--- config.mk ---
export PLATFORM = sky130hd
export DESIGN_NAME = priority_tile_reservation_merge_unit
export DESIGN_NICKNAME = d
export VERILOG_FILES = /design/src/rtl/core/ptrm_pkg.sv /design/src/rtl/core/priority_tile_reservation_merge_unit.sv /design/src/rtl/core/ptrm_ram.sv /design/src/rtl/core/ptrm_prio_table.sv
export SDC_FILE = /design/constraint.sdc
export NUM_CORES = 1
export LEC_CHECK = 0
export CAP_MARGIN = 20
export CORE_MARGIN = 2
export CORE_UTILIZATION = 60
export CTS_BUF_LIST = sky130_fd_sc_hd__clkbuf_2 sky130_fd_sc_hd__clkbuf_4 sky130_fd_sc_hd__clkbuf_8
export CTS_CLUSTER_DIAMETER = 30
export DETAILED_ROUTE_END_ITERATION = 10
export DONT_BUFFER_PORTS = 1
export HOLD_SLACK_MARGIN = 0.1
export PLACE_DENSITY_LB_ADDON = 0.08
export SLEW_MARGIN = 0
export SYNTH_ARGS = -nofsm -noshare
export SYNTH_HDL_FRONTEND = slang
export SYNTH_SLANG_ARGS = --single-unit
export TNS_END_PERCENT = 20
--- constraint.sdc ---
create_clock -name clk -period 5.82 [get_ports clk]
set_clock_uncertainty 0.2 [all_clocks]
set_input_delay 0.582 -clock clk [delete_from_list [all_inputs] [get_ports clk]]
set_output_delay 0.582 -clock clk [all_outputs]
set_load 0.05 [all_outputs]
--- src/rtl/core/ptrm_pkg.sv ---
// ----------------------------------------------------------------------------
// ptrm_pkg
// Shared types and constants of the priority tile reservation merge unit.
// ----------------------------------------------------------------------------
package ptrm_pkg;

  localparam int MAX_NODES = 31;
  localparam int NODE_W    = (MAX_NODES > 1) ? $clog2(MAX_NODES) : 1;
  localparam int INDEX_W   = 6;
  localparam int VALUE_W   = 16;

  typedef enum logic {
    KIND_PRIO = 1'b0,
    KIND_TILE = 1'b1
  } req_kind_t;

  typedef struct packed {
    logic               en;
    logic [NODE_W-1:0]  addr;
    logic [VALUE_W-1:0] data;
  } tbl_wr_t;

  typedef struct packed {
    logic [VALUE_W-1:0] prio_a;
    logic [VALUE_W-1:0] prio_b;
  } prio_rd_t;

endpackage

--- src/rtl/core/priority_tile_reservation_merge_unit.sv ---
// ----------------------------------------------------------------------------
// priority_tile_reservation_merge_unit
// Merges node priority pairs into a table and resolves tile owner pairs.
// ----------------------------------------------------------------------------
// Accepts one request per clock unless stalled and returns one result per
// request. Requests pass the stage-one registers, beside the two registered
// read ports of the priority table RAM, then the output registers. The table
// is written at acceptance, so a tile request right after a priority request
// sees the new entry. Table entries read as zero after reset until written.
module priority_tile_reservation_merge_unit (
  input  logic                          clk,
  input  logic                          rst_n,
  input  logic                          in_valid,
  output logic                          in_stall,
  input  logic                          in_req_type,
  input  logic [ptrm_pkg::INDEX_W-1:0]  in_item_index,
  input  logic [ptrm_pkg::VALUE_W-1:0]  in_rx_value,
  input  logic [ptrm_pkg::VALUE_W-1:0]  in_tx_value,
  output logic                          out_valid,
  input  logic                          out_stall,
  output logic                          out_result_kind,
  output logic [ptrm_pkg::INDEX_W-1:0]  out_result_index,
  output logic [ptrm_pkg::VALUE_W-1:0]  out_merged_value
);

  logic                         in_accept;
  ptrm_pkg::tbl_wr_t            tbl_wr;
  ptrm_pkg::prio_rd_t           tbl_rd;

  logic                         s1_valid_r;
  logic                         s1_valid_nxt;
  ptrm_pkg::req_kind_t          s1_kind_r;
  logic [ptrm_pkg::INDEX_W-1:0] s1_index_r;
  logic [ptrm_pkg::VALUE_W-1:0] s1_rx_r;
  logic [ptrm_pkg::VALUE_W-1:0] s1_tx_r;

  logic                         out_load;
  logic                         out_valid_r;
  logic                         out_valid_nxt;
  ptrm_pkg::req_kind_t          out_kind_r;
  logic [ptrm_pkg::INDEX_W-1:0] out_index_r;
  logic [ptrm_pkg::VALUE_W-1:0] out_value_r;
  logic [ptrm_pkg::VALUE_W-1:0] merged_nxt;

  assign out_load  = s1_valid_r && (!out_valid_r || !out_stall);
  assign in_stall  = s1_valid_r && !out_load;
  assign in_accept = in_valid && !in_stall;

  assign tbl_wr.en   = in_accept && (in_req_type == ptrm_pkg::KIND_PRIO) &&
                       ({{(32 - ptrm_pkg::INDEX_W){1'b0}}, in_item_index} <
                        32'(ptrm_pkg::MAX_NODES));
  assign tbl_wr.addr = ptrm_pkg::NODE_W'(in_item_index);
  assign tbl_wr.data = in_rx_value | in_tx_value;

  ptrm_prio_table u_table (
    .clk     (clk),
    .rst_n   (rst_n),
    .wr      (tbl_wr),
    .rd_en   (in_accept),
    .owner_a (in_rx_value),
    .owner_b (in_tx_value),
    .rd      (tbl_rd)
  );

  always_comb begin
    s1_valid_nxt = s1_valid_r;
    if (in_accept) begin
      s1_valid_nxt = 1'b1;
    end else if (out_load) begin
      s1_valid_nxt = 1'b0;
    end
  end

  always_comb begin
    out_valid_nxt = out_valid_r;
    if (out_load) begin
      out_valid_nxt = 1'b1;
    end else if (!out_stall) begin
      out_valid_nxt = 1'b0;
    end
  end

  always_comb begin
    unique case (s1_kind_r)
      ptrm_pkg::KIND_PRIO: merged_nxt = s1_rx_r | s1_tx_r;
      ptrm_pkg::KIND_TILE: begin
        priority if (tbl_rd.prio_a == tbl_rd.prio_b) begin
          merged_nxt = (s1_tx_r >= s1_rx_r) ? s1_tx_r : s1_rx_r;
        end else if (tbl_rd.prio_a > tbl_rd.prio_b) begin
          merged_nxt = s1_rx_r;
        end else begin
          merged_nxt = s1_tx_r;
        end
      end
      default: merged_nxt = s1_rx_r | s1_tx_r;
    endcase
  end

  always_ff @(posedge clk) begin
    if (!rst_n) begin
      s1_valid_r  <= 1'b0;
      out_valid_r <= 1'b0;
    end else begin
      s1_valid_r  <= s1_valid_nxt;
      out_valid_r <= out_valid_nxt;
    end
  end

  always_ff @(posedge clk) begin
    if (in_accept) begin
      s1_kind_r  <= ptrm_pkg::req_kind_t'(in_req_type);
      s1_index_r <= in_item_index;
      s1_rx_r    <= in_rx_value;
      s1_tx_r    <= in_tx_value;
    end
    if (out_load) begin
      out_kind_r  <= s1_kind_r;
      out_index_r <= s1_index_r;
      out_value_r <= merged_nxt;
    end
  end

  assign out_valid        = out_valid_r;
  assign out_result_kind  = out_kind_r;
  assign out_result_index = out_index_r;
  assign out_merged_value = out_value_r;

  a_stall_only_when_full: assert property (@(posedge clk) disable iff (!rst_n)
    in_stall |-> (s1_valid_r && out_valid_r))
    else $error("input stalled while the pipeline has room");

  a_no_drop: assert property (@(posedge clk) disable iff (!rst_n)
    (s1_valid_r && out_valid_r && out_stall) |=> (s1_valid_r && out_valid_r))
    else $error("request dropped under output stall");

  a_tile_winner: assert property (@(posedge clk) disable iff (!rst_n)
    (out_load && (s1_kind_r == ptrm_pkg::KIND_TILE)) |=>
      ((out_merged_value == $past(s1_rx_r)) || (out_merged_value == $past(s1_tx_r))))
    else $error("tile result is neither owner");

endmodule

--- src/rtl/core/ptrm_ram.sv ---
// ----------------------------------------------------------------------------
// ptrm_ram
// Generic RAM: one write port, two read ports with registered read data.
// ----------------------------------------------------------------------------
module ptrm_ram #(
  parameter int WIDTH = 16,
  parameter int DEPTH = 32
) (
  input  logic                                       clk,
  input  logic                                       we,
  input  logic [((DEPTH > 1) ? $clog2(DEPTH) : 1)-1:0] waddr,
  input  logic [WIDTH-1:0]                           wdata,
  input  logic                                       re,
  input  logic [((DEPTH > 1) ? $clog2(DEPTH) : 1)-1:0] raddr_a,
  input  logic [((DEPTH > 1) ? $clog2(DEPTH) : 1)-1:0] raddr_b,
  output logic [WIDTH-1:0]                           rdata_a,
  output logic [WIDTH-1:0]                           rdata_b
);

  logic [WIDTH-1:0] mem_r [DEPTH];
  logic [WIDTH-1:0] rdata_a_r;
  logic [WIDTH-1:0] rdata_b_r;

  always_ff @(posedge clk) begin
    if (we) begin
      mem_r[waddr] <= wdata;
    end
    if (re) begin
      rdata_a_r <= mem_r[raddr_a];
      rdata_b_r <= mem_r[raddr_b];
    end
  end

  assign rdata_a = rdata_a_r;
  assign rdata_b = rdata_b_r;

endmodule

--- src/rtl/core/ptrm_prio_table.sv ---
// ----------------------------------------------------------------------------
// ptrm_prio_table
// Node priority table: RAM plus per-entry valid bits; owner lookup for two ids.
// ----------------------------------------------------------------------------
module ptrm_prio_table (
  input  logic                        clk,
  input  logic                        rst_n,
  input  ptrm_pkg::tbl_wr_t           wr,
  input  logic                        rd_en,
  input  logic [ptrm_pkg::VALUE_W-1:0] owner_a,
  input  logic [ptrm_pkg::VALUE_W-1:0] owner_b,
  output ptrm_pkg::prio_rd_t          rd
);

  logic [ptrm_pkg::MAX_NODES-1:0] valid_r;
  logic [ptrm_pkg::MAX_NODES-1:0] valid_nxt;
  logic                           hit_a;
  logic                           hit_b;
  logic [ptrm_pkg::NODE_W-1:0]    addr_a;
  logic [ptrm_pkg::NODE_W-1:0]    addr_b;
  logic                           ok_a_r;
  logic                           ok_b_r;
  logic [ptrm_pkg::VALUE_W-1:0]   q_a;
  logic [ptrm_pkg::VALUE_W-1:0]   q_b;

  assign hit_a = (owner_a != '0) &&
                 (owner_a <= ptrm_pkg::VALUE_W'(ptrm_pkg::MAX_NODES));
  assign hit_b = (owner_b != '0) &&
                 (owner_b <= ptrm_pkg::VALUE_W'(ptrm_pkg::MAX_NODES));
  assign addr_a = hit_a ? ptrm_pkg::NODE_W'(owner_a - 16'd1) : '0;
  assign addr_b = hit_b ? ptrm_pkg::NODE_W'(owner_b - 16'd1) : '0;

  always_comb begin
    valid_nxt = valid_r;
    if (wr.en) begin
      valid_nxt[wr.addr] = 1'b1;
    end
  end

  always_ff @(posedge clk) begin
    if (!rst_n) begin
      valid_r <= '0;
    end else begin
      valid_r <= valid_nxt;
    end
  end

  always_ff @(posedge clk) begin
    if (rd_en) begin
      ok_a_r <= hit_a && valid_r[addr_a];
      ok_b_r <= hit_b && valid_r[addr_b];
    end
  end

  ptrm_ram #(
    .WIDTH (ptrm_pkg::VALUE_W),
    .DEPTH (ptrm_pkg::MAX_NODES)
  ) u_ram (
    .clk     (clk),
    .we      (wr.en),
    .waddr   (wr.addr),
    .wdata   (wr.data),
    .re      (rd_en),
    .raddr_a (addr_a),
    .raddr_b (addr_b),
    .rdata_a (q_a),
    .rdata_b (q_b)
  );

  assign rd.prio_a = ok_a_r ? q_a : '0;
  assign rd.prio_b = ok_b_r ? q_b : '0;

endmodule

# Word-level counts from Yosys, hierarchy flattened

Memory sizes are Yosys's and may differ from the RTL's. A register that Yosys moved wholly into a read port is not among the register bits.
Index checks and enable logic that the tools add are counted.

Register bits after elaboration: 97
RAM bits: 496
Memories: 1
Word-level logic and storage cells: 69

Reductions and logical operators: 18
Magnitude comparators: 9
Multiplexer cells: 20
Bitwise gates (word level): 5
$add $sub $neg: 2
Eq/ne operators: 2

Memories:

| name                | depth | bits a word | read ports | clocked after Yosys merged registers in | write ports | line           | RTL |
|---|---|---|---|---|---|---|---|
| u_table.u_ram.mem_r | 31    | 16          | 2          | 2                                       | 1           | ptrm_ram.sv:20 | `logic [WIDTH-1:0] mem_r [DEPTH];` |

Operators by type and width:

| cell                                                               | number |
|---|---|
| two-way mux 16 bit                                                 | 5 |
| less-or-equal comparator 16 x 5 -> 1 bit (second input constant)   | 2 |
| bitwise OR 16 bit                                                  | 2 |
| one-hot mux 16 bit (2 select lines)                                | 1 |
| nonzero test 16 bit                                                | 2 |
| bitwise OR 31 bit                                                  | 1 |
| less-than comparator 5 x 6 -> 1 bit (second input constant)        | 3 |
| == test 16 bit                                                     | 1 |
| greater-or-equal comparator 16 bit                                 | 1 |
| greater-than comparator 16 bit                                     | 1 |
| binary-select mux 1 bit (select 5 bit)                             | 2 |
| logical AND 1 bit                                                  | 10 |
| two-way mux 5 bit                                                  | 2 |
| subtractor 5 x 1 -> 5 bit (second input constant)                  | 2 |
| two-way mux 1 bit                                                  | 9 |
| less-than comparator 6 x 5 -> 1 bit (second input constant)        | 1 |
| demux 1 bit (select 5 bit)                                         | 1 |
| greater-or-equal comparator 5 x 1 -> 1 bit (second input constant) | 1 |
| logical NOT 1 bit                                                  | 4 |
| inequality test 2 x 1 -> 1 bit (second input constant)             | 1 |
| NOT 1 bit                                                          | 2 |
| nonzero test 2 bit                                                 | 1 |
| logical OR 1 bit                                                   | 1 |

# Depth between registers and ports, before layout

Depth in word-level cells: 11
Gate-level depth with buffers: 17

# Hierarchy

From an unflattened synthesis, not the netlist that was laid out.

Cell total of the unflattened synthesis: 1,994
Area, all modules: 30,397.9 µm²

By module, submodules not included:

| module                               | cells each | times used | area each (µm²) |
|---|---|---|---|
| ptrm_ram                             | 1,374      | 1          | 24,295.8 |
| priority_tile_reservation_merge_unit | 337        | 1          | 3,807.4 |
| ptrm_prio_table                      | 283        | 1          | 2,294.7 |

# Worst setup path after synthesis

No wires, ideal clock.

Kind: input-to-reg
From: input out_stall
To: memory u_table.u_ram.mem_r[24][0] (enable)
Arrival time: 5.764 ns
Setup slack: -0.534 ns
Cell stages on the path: 6
Data required time: 5.230 ns
Buffers on the path: 0
Cells stage by stage: and3_1 > nor2b_1 > nand2_1 > nor2_1 > nand3_1 > nor2_1

Word-level cells in the longest chain between the ends: 11

Ends and longest elaborated chain:

| item                                    | line                                       | RTL |
|---|---|---|
| from (decl)                             | priority_tile_reservation_merge_unit.sv:20 | `input logic out_stall,` |
| logical NOT 1 bit                       | --                                         |  |
| logical OR 1 bit                        | priority_tile_reservation_merge_unit.sv:45 | `assign out_load = s1_valid_r && (!out_valid_r \|\| !out_stall);` |
| logical AND 1 bit                       | priority_tile_reservation_merge_unit.sv:45 |  |
| logical NOT 1 bit                       | priority_tile_reservation_merge_unit.sv:46 | `assign in_stall = s1_valid_r && !out_load;` |
| logical AND 1 bit                       | priority_tile_reservation_merge_unit.sv:46 |  |
| logical NOT 1 bit                       | priority_tile_reservation_merge_unit.sv:47 | `assign in_accept = in_valid && !in_stall;` |
| logical AND 1 bit                       | priority_tile_reservation_merge_unit.sv:47 |  |
| net in_accept                           | priority_tile_reservation_merge_unit.sv:26 | `logic in_accept;` |
| logical AND 1 bit (2 in a row)          | priority_tile_reservation_merge_unit.sv:49 | `assign tbl_wr.en = in_accept && (in_req_type == ptrm_pkg::KIND_PRIO) &&` |
| two-way mux 1 bit                       | ptrm_ram.sv:25                             | `if (we) begin` |
| two-way mux 1 bit (not written as such) | ptrm_ram.sv:26                             | `mem_r[waddr] <= wdata;` |
| to (decl)                               | ptrm_ram.sv:20                             |  |

The timed path passes the listed nets, and every way through them passes these cells.

# Worst setup path in the final report

From: input in_rx_value[11] (netlist bit)
To: register u_table.u_ram.rdata_a_r[0] (netlist: u_table.u_ram.rdata_a[0]) (read register of u_table.u_ram.mem_r) (data pin)

Word-level cells in the longest chain between the ends: 3

Ends and longest elaborated chain:

| item                                                                            | line                                         | RTL |
|---|---|---|
| from (decl)                                                                     | priority_tile_reservation_merge_unit.sv:17   | `input logic [ptrm_pkg::VALUE_W-1:0] in_rx_value,` |
| less-or-equal comparator 16 x 5 -> 1 bit or nonzero test 16 bit (tied branches) | ptrm_prio_table.sv:27, ptrm_prio_table.sv:26 |  |
| logical AND 1 bit *                                                             | ptrm_prio_table.sv:26                        | `assign hit_a = (owner_a != '0) &&` |
| two-way mux 5 bit *                                                             | ptrm_prio_table.sv:30                        | `assign addr_a = hit_a ? ptrm_pkg::NODE_W'(owner_a - 16'd1) : '0;` |
| to (decl)                                                                       | ptrm_ram.sv:21                               | `logic [WIDTH-1:0] rdata_a_r;` |

Every way passes the cells marked *; elsewhere a longest branch is shown, timed or not.
A chain may end at the register's enable or synchronous reset.

==> results.cfg <==
[outcome]
outcome = finished with violations
violations = DRC

[pwr]
finalPower_mw = 11.12
powerDensity_nw_per_um2 = 314.4
power_frac_clock = 0.502
intPower_mw = 8.549
p_sw_mw = 2.568
combPwrFrac = 0.044
seq_power_share = 0.454
p_leak_nw = 12.64
ir_drop_v = 0.0003375
swShare = 0.2310

[timing]
grt_setup_unrepaired = false
fin_setup_tns_ns = 0
worstMarginPinSlew_ns = 1.142
hold_viol_final = 0
max_freq_mhz = 224.1
finalCriticalPeriod_ns = 4.462
holdWs_ns = 0.1749
period_share = 0.7667
setup_viol_count_final = 0
max-slew-margin-rel = 0.2386
drv_slew = 0

[critical_path]
worst-setup-path-type = in -> reg
arrival_ns = 4.88
cp.required_ns = 6.24
crit_path_max_fanout = 18
worstSetupEndpointType = flip-flop
cp-start-kind = input pin

[synth]
syn_area_per_cell_um2 = 10.94
syn_inst = 2819
ys.flop_type = edfxtp_1
ys_warn_count = 0
synth-edff-count = 592
ys_ff_latch = 625
netlist.top_cell.by_area = edfxtp_1
syn_nets = 2912
synth.most_common_cell = edfxtp_1
seq_area_frac_synth = 0.5980
synth_area_leaders = edfxtp_1 58%, nand2_1 5.8%, o21ai_0 2.9%
synth_top_cell_area_share = 0.5766
async_flop_share = 0
yosysUniqueCellTypes = 82
syn_area_um2 = 30830
synth_common_cells = 592 x edfxtp_1, 474 x nand2_1, 178 x o21ai_0, 150 x nor2_1, 116 x a21oi_1

[drt]
vias_per_cell = 7.172
drc = 1
avgRoutedWirePerCell_um = 31.96
vias = 26380
wl_mm = 117.6
first_pass_iters = 11
drt_iter0_markers = 4854
ant_nets = 0

[clock_network]
h-tree-depth = 4
root_buffer = clkbuf_8
cts_resized = 0
clk_pin_slew_ns = 0.06
tritoncts = done
cts_hold_buffers = 44
cts_made_buffers = 139
cts_setup_buffers = 0
clock_latency_ns = 0.81
clockBufferDepth = 3
cts_sinks = 625

[global_route]
grt_usage = 0.4417
grt_start_max_net_pins = 134
grt_overflow = 0
antenna_found_initial = 5
grt_pass1_wl_mm = 168.1
grt_pass1_vias = 25290

[finish]
stdcell_area_um2 = 35360
fillers = 3827
drive_above_1_share = 0.1396
nNetsFinal = 2974
final_util = 0.6920
syn_to_final_growth_pct = 14.68

[die]
die_area_um2 = 53220
die_height_um = 230.7
initial_core_util = 0.6034
num_rows = 83
core_area_um2 = 51090
die_x_um = 230.7
io_pins = 68

[place]
post-dp-hpwl_mm = 71.71
io_buffers = 0
gp_congestion = 0.9735
place_area_um2 = 31700

[hold_path]
hp-class = in -> reg

[job]
maxCapViolations = 0
## cells by family after synthesis
kind of cell	after synthesis	share of synthesized area
fa+ha+maj	50	0.02029
buf+inv	283	0.04062
flops	625	0.5980
compound gates	734	0.1564
xor+xnor	7	0.001989
mux	72	0.02386
simple gates	1048	0.1588
## worst paths after layout
kind,start,end,slack [ns],depth (start not counted)
worst max-delay path,in_rx_value[11],u_table.u_ram.rdata_a[0],1.36,10
worst min register to register,s1_index_r[5],out_result_index[5],0.21,0
worst max register to register,u_table.ok_b_r,out_merged_value[11],1.64,11
worst min-delay path,in_rx_value[5],u_table.ok_a_r,0.17,3
## metal layers
layer	up-vias	global-route usage	share of wire
li1	10810	-	-
met1	12680	0.5690	0.35
met2	2322	0.6428	0.43
met3	563	0.1252	0.14
met4	2	0.3202	0.083
met5	-	0	0.00011
## critical path, cell delays in order
cell	delay, ns
dlygate4sd3_1	0.58
nor4_2	0.60
nand4b_4	0.33
buf_4	0.35
nor2_4	0.65
nand2_1	0.85
o22a_1	0.42
o211ai_1	0.11
o21ai_0	0.14
a221oi_1	0.25
## metrics by stage
stage | setup WS [ns] | instances
floorplan | 0.9171 | 2819
detailed placement | 1.177 | 3375
CTS | 1.562 | 3673
finish | 1.358 | 3678
global placement | 1.311 | 3372
global route | 1.441 | 3677
## registers in the layout (all words and copies together) (netlist names), 6 cells and up
signal	cells
s1_index_r	6
out_merged_value	16
out_result_index	6
u_table.u_ram.mem_r	496
s1_rx_r	16
u_table.u_ram.rdata_a	16
s1_tx_r	16
u_table.u_ram.rdata_b	16
u_table.valid_r	31
## area by class of cell
| type | instances | area, µm² | share of cell area |
|---|---|---|---|
| well taps | 680 | 850.8 | 0.02406 |
| clock inverters | 87 | 1021 | 0.02887 |
| flip-flops and latches | 625 | 18440 | 0.5214 |
| repair buffers | 138 | 1261 | 0.03567 |
| clock buffers | 167 | 2161 | 0.06111 |
| multi-input cells | 1911 | 11370 | 0.3216 |
| inverters | 66 | 247.7 | 0.007006 |
| diodes | 4 | 10.01 | 0.0002831 |
## power groups by stage
stage	Sequential [mW]	Clock (mW)	Combinational, mW
floorplan	5.12	0	0.288
global placement	5.13	0	0.430
detailed placement	5.13	0	0.440
CTS	5.04	5.58	0.473
global route	5.05	5.81	0.509
finish	5.04	5.58	0.492
## placed cells by master, fill, tap and decap left out, drive strengths merged, types with 66 or more instances in the layout
cell type / instances
and3: 107
mux2i: 69
nand2: 479
clkbuf: 167
edfxtp: 592
a31oi: 75
nor2: 155
a21oi: 116
buf: 95
o21ai: 184
nor3: 84
nand3: 73
inv: 66
Power figures use the tool's default switching activity.
